**config.mk**
```make
export PLATFORM = sky130hd
export DESIGN_NAME = radix_number_to_ascii
export DESIGN_NICKNAME = d
export VERILOG_FILES = /design/src/rtl/rnta_pkg.sv /design/src/rtl/rnta_front.sv /design/src/rtl/rnta_queue.sv /design/src/rtl/rnta_back.sv /design/src/rtl/radix_number_to_ascii.sv
export SDC_FILE = /design/constraint.sdc
export NUM_CORES = 1
export LEC_CHECK = 0
export ABC_AREA = 1
export BUFFER_PORTS_ARGS = -buffer_cell sky130_fd_sc_hd__buf_2
export CORE_UTILIZATION = 58
export CTS_BUF_LIST = sky130_fd_sc_hd__clkbuf_4
export CTS_CLUSTER_DIAMETER = 80
export DETAILED_ROUTE_END_ITERATION = 7
export GPL_TIMING_DRIVEN = 0
export PLACE_DENSITY_LB_ADDON = 0.3
export SLEW_MARGIN = 0
export SYNTH_ARGS = -nofsm -noshare
export SYNTH_HDL_FRONTEND = slang
export SYNTH_HIERARCHICAL = 1
export SYNTH_SLANG_ARGS = --single-unit
```
**constraint.sdc**
```tcl
create_clock -name clk_i -period 7.5 [get_ports clk_i]
set_input_delay 0.375 -clock clk_i [delete_from_list [all_inputs] [get_ports clk_i]]
set_output_delay 0.375 -clock clk_i [all_outputs]
set_load 0.02 [all_outputs]
```
**src/rtl/rnta_pkg.sv**
```systemverilog
`default_nettype none

package rnta_pkg;

  localparam int unsigned VALUE_BITS  = 64;
  localparam int unsigned DIGIT_W     = 4;
  localparam int unsigned COUNT_W     = 7;
  localparam int unsigned STORE_DEPTH = 64;
  localparam int unsigned STORE_AW    = $clog2(STORE_DEPTH);
  localparam int unsigned BIT_CNT_W   = $clog2(VALUE_BITS);

  localparam logic [4:0] RADIX_MIN = 5'd2;
  localparam logic [4:0] RADIX_MAX = 5'd16;

  localparam logic [7:0] ASCII_ZERO  = 8'h30;
  localparam logic [7:0] ASCII_UPPER = 8'h41;
  localparam logic [7:0] ASCII_LOWER = 8'h61;

  typedef struct packed {
    logic [63:0] value;
    logic [4:0]  radix;
    logic        upper_case;
    logic        negative;
  } in_item_t;

  typedef struct packed {
    logic [7:0]  char_code;
    logic        minus_before;
    logic [6:0]  digit_count;
    logic        last;
  } out_item_t;

  // Classified item handed from front to back
  typedef struct packed {
    logic [VALUE_BITS-1:0] mag;
    logic [4:0]            base;
    logic                  upper_case;
    logic                  negative;
  } cmd_t;

  function automatic logic [7:0] digit_char(input logic [DIGIT_W-1:0] d, input logic upper);
    logic [7:0] c;
    if (d < 4'd10) begin
      c = ASCII_ZERO + {4'd0, d};
    end else if (upper) begin
      c = ASCII_UPPER + {4'd0, d - 4'd10};
    end else begin
      c = ASCII_LOWER + {4'd0, d - 4'd10};
    end
    return c;
  endfunction

endpackage

`default_nettype wire

```
**src/rtl/rnta_front.sv**
```systemverilog
`default_nettype none

module rnta_front import rnta_pkg::*; (
  input  wire logic     in_valid_i,
  output logic          in_stall_o,
  input  wire in_item_t in_item_i,
  output logic          push_o,
  output cmd_t          cmd_o,
  input  wire logic     full_i
);

  logic [4:0] base;

  // Clamp the base into 2..16
  always_comb begin
    if (in_item_i.radix < RADIX_MIN) begin
      base = RADIX_MIN;
    end else if (in_item_i.radix > RADIX_MAX) begin
      base = RADIX_MAX;
    end else begin
      base = in_item_i.radix;
    end
  end

  assign in_stall_o        = full_i;
  assign push_o            = in_valid_i & ~full_i;
  assign cmd_o.mag         = in_item_i.value[VALUE_BITS-1:0];
  assign cmd_o.base        = base;
  assign cmd_o.upper_case  = in_item_i.upper_case;
  assign cmd_o.negative    = in_item_i.negative;

endmodule

`default_nettype wire

```
**src/rtl/rnta_queue.sv**
```systemverilog
`default_nettype none

module rnta_queue import rnta_pkg::*; (
  input  wire logic clk_i,
  input  wire logic rst_ni,
  input  wire logic push_i,
  input  wire cmd_t cmd_i,
  output logic      full_o,
  output logic      valid_o,
  output cmd_t      cmd_o,
  input  wire logic pop_i
);

  cmd_t       mem_q [2];
  logic       wr_ptr_q;
  logic       rd_ptr_q;
  logic [1:0] fill_q;
  logic       do_pop;

  assign full_o  = (fill_q == 2'd2);
  assign valid_o = (fill_q != 2'd0);
  assign cmd_o   = mem_q[rd_ptr_q];
  assign do_pop  = pop_i & valid_o;

  always_ff @(posedge clk_i) begin
    if (push_i) begin
      mem_q[wr_ptr_q] <= cmd_i;
    end
  end

  always_ff @(posedge clk_i or negedge rst_ni) begin
    if (!rst_ni) begin
      wr_ptr_q <= 1'b0;
      rd_ptr_q <= 1'b0;
      fill_q   <= 2'd0;
    end else begin
      if (push_i) begin
        wr_ptr_q <= ~wr_ptr_q;
      end
      if (do_pop) begin
        rd_ptr_q <= ~rd_ptr_q;
      end
      if (push_i && !do_pop) begin
        fill_q <= fill_q + 2'd1;
      end else if (!push_i && do_pop) begin
        fill_q <= fill_q - 2'd1;
      end
    end
  end

endmodule

`default_nettype wire

```
**src/rtl/rnta_back.sv**
```systemverilog
`default_nettype none

module rnta_back import rnta_pkg::*; (
  input  wire logic clk_i,
  input  wire logic rst_ni,
  input  wire logic cmd_valid_i,
  input  wire cmd_t cmd_i,
  output logic      cmd_pop_o,
  output logic      out_valid_o,
  input  wire logic out_stall_i,
  output out_item_t out_item_o
);

  typedef enum logic [1:0] {
    ST_IDLE,
    ST_DIV,
    ST_READ,
    ST_SEND
  } state_e;

  state_e                state_q;
  logic [VALUE_BITS-1:0] div_q;
  logic [DIGIT_W-1:0]    rem_q;
  logic [4:0]            base_q;
  logic                  upper_q;
  logic                  neg_q;
  logic [BIT_CNT_W-1:0]  bit_q;
  logic [COUNT_W-1:0]    cnt_q;
  logic [STORE_AW-1:0]   rd_idx_q;
  logic                  first_q;
  logic                  out_valid_q;
  out_item_t             out_q;

  logic [DIGIT_W-1:0]    store_q [STORE_DEPTH];
  logic [DIGIT_W-1:0]    rd_data_q;

  logic [4:0]            rem_sh;
  logic                  ge;
  logic [DIGIT_W-1:0]    rem_d;
  logic [VALUE_BITS-1:0] div_d;
  logic                  wr_en;
  logic                  out_free;
  logic                  send;

  // One restoring step: shift in the next dividend bit, subtract the base if it fits
  always_comb begin
    rem_sh = {rem_q, div_q[VALUE_BITS-1]};
    ge     = (rem_sh >= base_q);
    rem_d  = ge ? DIGIT_W'(rem_sh - base_q) : rem_sh[DIGIT_W-1:0];
    div_d  = {div_q[VALUE_BITS-2:0], ge};
  end

  assign wr_en       = (state_q == ST_DIV) && (bit_q == '0);
  assign cmd_pop_o   = (state_q == ST_IDLE);
  assign out_free    = ~out_valid_q | ~out_stall_i;
  assign send        = (state_q == ST_SEND) && out_free;
  assign out_valid_o = out_valid_q;
  assign out_item_o  = out_q;

  always_ff @(posedge clk_i) begin
    if (wr_en) begin
      store_q[cnt_q[STORE_AW-1:0]] <= rem_d;
    end
    if (state_q == ST_READ) begin
      rd_data_q <= store_q[rd_idx_q];
    end
  end

  always_ff @(posedge clk_i or negedge rst_ni) begin
    if (!rst_ni) begin
      state_q     <= ST_IDLE;
      div_q       <= '0;
      rem_q       <= '0;
      base_q      <= RADIX_MIN;
      upper_q     <= 1'b0;
      neg_q       <= 1'b0;
      bit_q       <= '0;
      cnt_q       <= '0;
      rd_idx_q    <= '0;
      first_q     <= 1'b0;
      out_valid_q <= 1'b0;
      out_q       <= '0;
    end else begin
      if (out_valid_q && !out_stall_i && !send) begin
        out_valid_q <= 1'b0;
      end
      case (state_q)
        ST_IDLE: begin
          if (cmd_valid_i) begin
            div_q   <= cmd_i.mag;
            rem_q   <= '0;
            base_q  <= cmd_i.base;
            upper_q <= cmd_i.upper_case;
            neg_q   <= cmd_i.negative;
            bit_q   <= BIT_CNT_W'(VALUE_BITS - 1);
            cnt_q   <= '0;
            state_q <= ST_DIV;
          end
        end
        ST_DIV: begin
          if (bit_q == '0) begin
            // Digit done: stop on a zero quotient or a full store
            cnt_q <= cnt_q + COUNT_W'(1);
            if (div_d == '0 || cnt_q == COUNT_W'(STORE_DEPTH - 1)) begin
              rd_idx_q <= cnt_q[STORE_AW-1:0];
              first_q  <= 1'b1;
              state_q  <= ST_READ;
            end else begin
              div_q <= div_d;
              rem_q <= '0;
              bit_q <= BIT_CNT_W'(VALUE_BITS - 1);
            end
          end else begin
            div_q <= div_d;
            rem_q <= rem_d;
            bit_q <= bit_q - BIT_CNT_W'(1);
          end
        end
        ST_READ: begin
          state_q <= ST_SEND;
        end
        ST_SEND: begin
          if (send) begin
            out_valid_q        <= 1'b1;
            out_q.char_code    <= digit_char(rd_data_q, upper_q);
            out_q.minus_before <= neg_q & first_q;
            out_q.digit_count  <= cnt_q;
            out_q.last         <= (rd_idx_q == '0);
            first_q            <= 1'b0;
            if (rd_idx_q == '0) begin
              state_q <= ST_IDLE;
            end else begin
              rd_idx_q <= rd_idx_q - STORE_AW'(1);
              state_q  <= ST_READ;
            end
          end
        end
        default: begin
          state_q <= ST_IDLE;
        end
      endcase
    end
  end

endmodule

`default_nettype wire

```
**src/rtl/radix_number_to_ascii.sv**
```systemverilog
// Radix number to ASCII digits.
// Input channel (in_valid_i / in_stall_o / in_item_i): one item carries an
// unsigned magnitude, a base (clamped to 2..16), a case select and a sign flag.
// Output channel (out_valid_o / out_stall_i / out_item_o): one item per digit,
// most significant first, each with its character, the digit count, a last
// marker, and on the first digit a flag for a leading minus sign.
// A two-entry queue sits between the accepting front and the converter, so up
// to two further items are taken while one is being converted.
// Each digit is produced by a bit-serial restoring divider, then the digits
// are read back from the digit store and sent one by one, most significant
// first. The first digit appears only after all divisions finish.
// A stall on the output holds the current digit in the output register and
// pauses read-back; the next item is taken only after the last digit is sent.
// Reset clears the queue, the converter state and the output valid; the digit
// store needs no clearing since every entry is written before it is read.
`default_nettype none

module radix_number_to_ascii import rnta_pkg::*; (
  input  wire logic      clk_i,
  input  wire logic      rst_ni,
  input  wire logic      in_valid_i,
  output logic           in_stall_o,
  input  wire in_item_t  in_item_i,
  output logic           out_valid_o,
  input  wire logic      out_stall_i,
  output out_item_t      out_item_o
);

  logic push;
  cmd_t push_cmd;
  logic full;
  logic q_valid;
  cmd_t q_cmd;
  logic pop;

  rnta_front u_front (
    .in_valid_i (in_valid_i),
    .in_stall_o (in_stall_o),
    .in_item_i  (in_item_i),
    .push_o     (push),
    .cmd_o      (push_cmd),
    .full_i     (full)
  );

  rnta_queue u_queue (
    .clk_i   (clk_i),
    .rst_ni  (rst_ni),
    .push_i  (push),
    .cmd_i   (push_cmd),
    .full_o  (full),
    .valid_o (q_valid),
    .cmd_o   (q_cmd),
    .pop_i   (pop)
  );

  rnta_back u_back (
    .clk_i       (clk_i),
    .rst_ni      (rst_ni),
    .cmd_valid_i (q_valid),
    .cmd_i       (q_cmd),
    .cmd_pop_o   (pop),
    .out_valid_o (out_valid_o),
    .out_stall_i (out_stall_i),
    .out_item_o  (out_item_o)
  );

endmodule

`default_nettype wire
```
## Yosys cells after proc, flatten, opt, wreduce, memory -nomap -nowiden

Memory sizes are Yosys's and may differ from the RTL's. A register that Yosys moved wholly into a read port is not among the register bits.
Cells that the tools add are included.

| cells by class | value |
|---|---|
| add/sub/neg operators | 10 |
| multipliers | 0 |
| equality and inequality tests | 11 |
| mux-type cells | 44 |
| div/mod/pow operators | 0 |
| shifts and indexed selects | 0 |
| reduce and logical (&&, ||, !) cells | 26 |
| order comparisons | 4 |
| bitwise gates (word level) | 9 |

Operator list:

| cell | number |
|---|---|
| 2-to-1 mux 64 bit | 3 |
| case mux 64 bit (2 select lines) | 1 |
| zero test 64 bit | 1 |
| 2-to-1 mux 6 bit | 7 |
| case mux 6 bit (2 select lines) | 2 |
| adder 7 x 4 -> 8 bit (first input constant) | 2 |
| 2-to-1 mux 4 bit | 4 |
| 2-to-1 mux 8 bit | 2 |
| 2-to-1 mux 2 bit | 7 |
| 2-to-1 mux 7 bit | 2 |
| case mux 7 bit (2 select lines) | 1 |
| zero test 6 bit | 2 |
| subtractor 6 x 1 -> 6 bit (second input constant) | 2 |
| 2-to-1 mux 1 bit | 10 |
| 2-to-1 mux 5 bit | 2 |
| case mux 2 bit (4 select lines) | 1 |
| case mux 4 bit (2 select lines) | 1 |
| AND reduction 4 bit | 2 |
| nonzero test 2 bit | 4 |
| adder 6 x 4 -> 7 bit (first input constant) | 1 |
| adder 7 x 1 -> 7 bit (second input constant) | 1 |
| equality test 7 x 6 -> 1 bit (second input constant) | 1 |
| equality test 2 bit (second input constant) | 3 |
| logical AND 1 bit | 6 |
| 22 further kinds | 36 |

| storage, ports and cells | value |
|---|---|
| memory bits (read-only) | 0 |
| register bits | 119 |
| memories | 2 |
| latch bits | 0 |
| word-level logic and storage cells | 124 |
| output and inout bits | 19 |
| bits of input ports | 75 |
| RAM bits | 398 |

Memories:

| name | words | width | read ports | clocked after Yosys merged registers in | wr ports | line | text |
|---|---|---|---|---|---|---|---|
| u_back.store_q | 64 | 4 | 1 | 1 | 1 | rnta_back.sv:34 | `logic [DIGIT_W-1:0] store_q [STORE_DEPTH];` |
| u_queue.mem_q | 2 | 71 | 1 | 0 | 1 | rnta_queue.sv:14 | `cmd_t mem_q [2];` |

## Longest topological paths before layout

| logic depth | value |
|---|---|
| word-level depth | 8 |
| gate-level depth with buffers | 14 |
| gate-level depth less buffers | 13 |

## Modules after synthesis

Netlist, hierarchy kept.

Modules (own cells, without submodules):

| module | sequential area each (sq um) | area each (sq um) | cells each | instances |
|---|---|---|---|---|
| rnta_back | 10,661.5 | 16,828.6 | 1,774 | 1 |
| rnta_queue | 4,364.2 | 5,410.2 | 398 | 1 |
| rnta_front | 0.0 | 568.0 | 82 | 1 |

## Worst setup path after synthesis

Ideal clock, no wire load.

| timing | value |
|---|---|
| kind | register -> register |
| start point | register u_back.base_q[1] |
| end point | memory u_back.store_q[0][3], data pin |
| arrival time | 3,785 ps |
| library setup time | 711 ps |
| clock period less this slack | 4,496 ps |
| buffers on the path | 0 |
| required time | 6,789 ps |
| path slack | 3,004 ps |
| stages on the path, launching flop included | 7 |
| cells stage by stage | dfstp_2 > inv_1 > ha_1 > nand4_1 > nor2_1 > nor2_4 > o21ai_0 |

| between the ends | value |
|---|---|
| word-level cells in the longest chain between the ends | 2 |
| elaborated cells between the ends (all ways) | 3 |
| those cells by class | add/sub: 1; order compare: 1; mux: 1 |

RTL lines:

| what | line | text |
|---|---|---|
| start, declared | rnta_back.sv:24 | `logic [4:0] base_q;` |
| start signal, assigned | rnta_back.sv:92 | `base_q <= cmd_i.base;` |
| subtractor 4 bit / greater-or-equal comparator 5 bit (equally long branches) | rnta_back.sv:49, rnta_back.sv:48 |  |
| 2-to-1 mux 4 bit (*) | rnta_back.sv:49 | `rem_d = ge ? DIGIT_W'(rem_sh - base_q) : rem_sh[DIGIT_W-1:0];` |
| net u_back.rem_d[3] | rnta_back.sv:39 | `logic [DIGIT_W-1:0] rem_d;` |
| end, declared | rnta_back.sv:34 |  |

The timed path passes the listed nets; every way through them passes the cells marked *.

## Worst setup path in the final report

| timing | value |
|---|---|
| start point | register u_back.bit_q[0] |
| end point | memory u_back.store_q[61][1] (enable) |

| between the ends | value |
|---|---|
| word-level cells in the longest chain between the ends | 4 |

RTL lines:

| what | line | text |
|---|---|---|
| start, declared | rnta_back.sv:27 | `logic [BIT_CNT_W-1:0] bit_q;` |
| start signal, assigned | rnta_back.sv:95 | `bit_q <= BIT_CNT_W'(VALUE_BITS - 1);` |
| start signal, assigned | rnta_back.sv:111 | `bit_q <= BIT_CNT_W'(VALUE_BITS - 1);` |
| start signal, assigned | rnta_back.sv:116 | `bit_q <= bit_q - BIT_CNT_W'(1);` |
| zero test 6 bit | rnta_back.sv:53 | `assign wr_en = (state_q == ST_DIV) && (bit_q == '0);` |
| logical AND 1 bit | rnta_back.sv:53 |  |
| 2-to-1 mux 1 bit | rnta_back.sv:61 | `if (wr_en) begin` |
| 2-to-1 mux 1 bit (implied by the code) | rnta_back.sv:62 | `store_q[cnt_q[STORE_AW-1:0]] <= rem_d;` |

No other way between the ends.

==> flow_summary.toml <==
[floorplanning]
ios = 94
dieHeight_um = 200
rows = 72
core-area_um2 = 38700
die_w_um = 200
dieArea_um2 = 40100
initial_core_util_pct = 58.9

[logic_synthesis]
synth_nets = 2342
synth_seq_cells = 520
yosysUniqueCellTypes = 39
seq_area_frac_synth_pct = 65.9
syn_avg_cell_area_um2 = 10.1
yosysTopAreaCellShare_pct = 52.9
yosysWarnings = 6
synthCells = 2254
synth_area_um2 = 22800
yosysTopAreaCell = "edfxtp_1"
ys_top_cells_by_area = "edfxtp_1, dfrtp_1, nand2_1"

[timing]
finalCritPeriodShare_pct = 41.9
worst_pin_slew_ns = 0.940
finalHoldViolCount = 0
max_slew_margin_pct = 37.3
setup_viol = 0
slew_violations = 0
final.min_clock_period_ns = 3.14
grt_setup_unrepaired = "no"
fin_skew_ns = 0.0664
fin_ws_ns = 4.36
max_freq_mhz = 319

[critical_path]
worstRegToRegCells = 8
worst_ep_required_time_ns = 7.93
r2r_start = "u_back/bit_q[0]"
rrSetupSlack_ns = 4.36
critPathCaptureType = "flop"
worstSetupStartpointType = "flop"
cpMaxStageDelayCell = "nand3_1"
cp_max_fo = 8
cp_num_buf_inv = 2
cp_cell_sequence = "inv_1 > ha_1 > inv_1 > nor3_2 > nand4_4 > nor2_1 > nand3_1 > nor2_1"
r2r-end = "u_back/store_q[61][1]"
arrival_ns = 3.57
crit_family = "simple AND/OR/NAND/NOR gates"
path_class = "reg -> reg"
cpPeakStageDelay_ns = 0.70

[placed_design]
placed_area_um2 = 23900
post-place-ws_ns = 4.45
gp_congestion = 0.976
place_hpwl_mm = 34.9
place_inst = 2808
numPortBuffers = 26

[drt]
vias = 16915
initialDrtViolationCount = 1572
via_per_inst = 5.43
postRouteAntennaNets = 0
routedWlPerCell_um = 17.6
drc = 0
drt_first_pass_iters = 6
drt_wl_total_mm = 54.7

[global_route]
grt_max_degree = 79
grt-ovfl-total = 0
grt_pass1_vias = 16855
grt_pass1_wl_mm = 87.1
antenna_found_initial = 1
grt_util_all_layers_pct = 27.9

[final_layout]
layout-drive-gt1-share_pct = 15.8
area_delta_synth_final_pct = 15.6
fin_area_um2 = 26400
nets = 2587
layout.cells.non_filler = 3115

[clock_tree]
cts_tree = "done"
cts_sinks = 520
clk_pin_slew_worst_paths_ns = 0.07
cts_buffers = 131
post_cts_resized = 0
htree_levels = 4
cts_buffer_depth = 3
insertion_delay_ns = 0.83
cts-root-buf = "clkbuf_4"

[power]
total_power_uw = 6100
p_per_area_nw_per_um2 = 231
power_frac_clock_pct = 39.8
power_switching_share_pct = 22.5
max-vdd-ir-drop_v = 0.000213
netSwitchingPower_uw = 1370
pwr-share-seq_pct = 54.9
p_int_uw = 4730
pwr-share-comb_pct = 5.2
p_leak_uw = 0.0102

[outcome]
status = "completed"

[job]
cap_violations = 0

[worst_hold_path]
hold_path.class = "in -> async"
[cell usage in the layout, fill, tap and decap left out, drive strengths merged, types with 2 or more instances in the layout]
cell / instances
nand2: 757
edfxtp: 402
nor2: 321
clkbuf: 232
o21ai: 175
buf: 170
nand3: 137
dfrtp: 117
inv: 79
dlygate4sd3: 76
o211ai: 29
clkinv: 29
a21oi: 19
ha: 12
o22ai: 7
xnor2: 5
bufinv: 4
o2bb2ai: 4
nand4: 4
a22oi: 3
xor2: 3
nor3: 2
a31oi: 2
[final cells by class]
class                           instances  area (um2)
Sequential cell                       520       15000
Fill cell                            2788       12400
Multi-Input combinational cell       1485        6470
Clock buffer                          192        1440
Timing Repair Buffer                  112        1150
Buffer                                174        1060
Tap cell                              518         648
Inverter                               75         289
Clock inverter                         38         263
Antenna cell                            1        2.50
[how the worst max path moves through the flow]
stage                      from               endpoint  depth (start not counted)
6_report        u_back/bit_q[0]  u_back/store_q[61][1]                          8
3_5_place_dp    u_back/bit_q[0]  u_back/store_q[60][1]                          8
5_1_grt         u_back/bit_q[0]  u_back/store_q[20][1]                          8
4_1_cts         u_back/bit_q[0]  u_back/store_q[60][2]                          8
3_3_place_gp   u_back/base_q[1]  u_back/store_q[12][0]                          6
2_1_floorplan  u_back/base_q[1]   u_back/store_q[0][3]                          6
[per-layer routing]
layer / wire length, um / track usage, %
met4: 1990 / 13.0
met3: 4670 / 5.47
met2: 27600 / 48.2
met5: 0 / 0
met1: 20500 / 33.8
[power by group through the flow]
stage               clock [uW]  sequential (uW)  combinational, uW
floorplan                    0             3410                186
global placement             0             3430                257
detailed placement           0             3410                286
CTS                       2470             3350                318
global route              2630             3360                353
finish                    2430             3350                318
[sequential cells by signal, indices dropped and copies added (netlist names)]
name and cells:
u_back/cnt_q 7, u_back/rem_q 4, u_back/out_valid_o 1, u_queue/fill_q 2, u_back/store_q 256, u_back/out_item_o 16
u_back/base_q 5, u_back/bit_q 6, u_back/state_q 2, u_queue/wr_ptr_q 1, u_back/rd_data_q 4, u_queue/rd_ptr_q 1
u_queue/mem_q 142, u_back/neg_q 1, u_back/first_q 1, u_back/upper_q 1, u_back/div_q 64, u_back/rd_idx_q 6
[kinds of logic (layout without fill, tap and decap cells)]
kind of cell / Yosys count / count (layout) / share of synthesized area [%]
and+or+nand+nor: 1223 / 1223 / 21.3
DFF: 520 / 520 / 65.9
buffers and inverters: 249 / 591 / 5.92
AOI/OAI and AO/OA: 240 / 240 / 5.78
adders and majority gates: 13 / 13 / 0.746
xor gates and xnor gates: 8 / 8 / 0.307
other: 1 / 2 / 0.0164
[cell usage after synthesis, drive strengths merged]
master and count:
nor2 321, nand3b 1, buf 134, o2bb2ai 4, nand2 757, clkbuf 40
dfrtp 117, xor2 3, a22oi 3, ha 12, dfstp 1, inv 75
o211ai 29, xnor2 5, nand3 137, a31oi 2, a21oi 19, o21bai 1
edfxtp 402, o22ai 7, nor3 2, fa 1, conb 1, or2 1
nand4 4, o21ai 175
[metrics by stage]
step	hold WS [ns]	TNS (ns)	util [%]
floorplan	0.0794	0	-
global placement	0.447	-125.98	60.9
detailed placement	0.335	0	61.7
CTS	0.00995	0	68.0
global route	0.0614	0	68.0
finish	0.0646	0	68.0
[what timing repair did]
action | CTS | global route
hold buffers | 76 | 0
setup buffers | 0 | 0
endpoints found under the hold margin | 262 | 0
(Power assumes the default switching activity.)
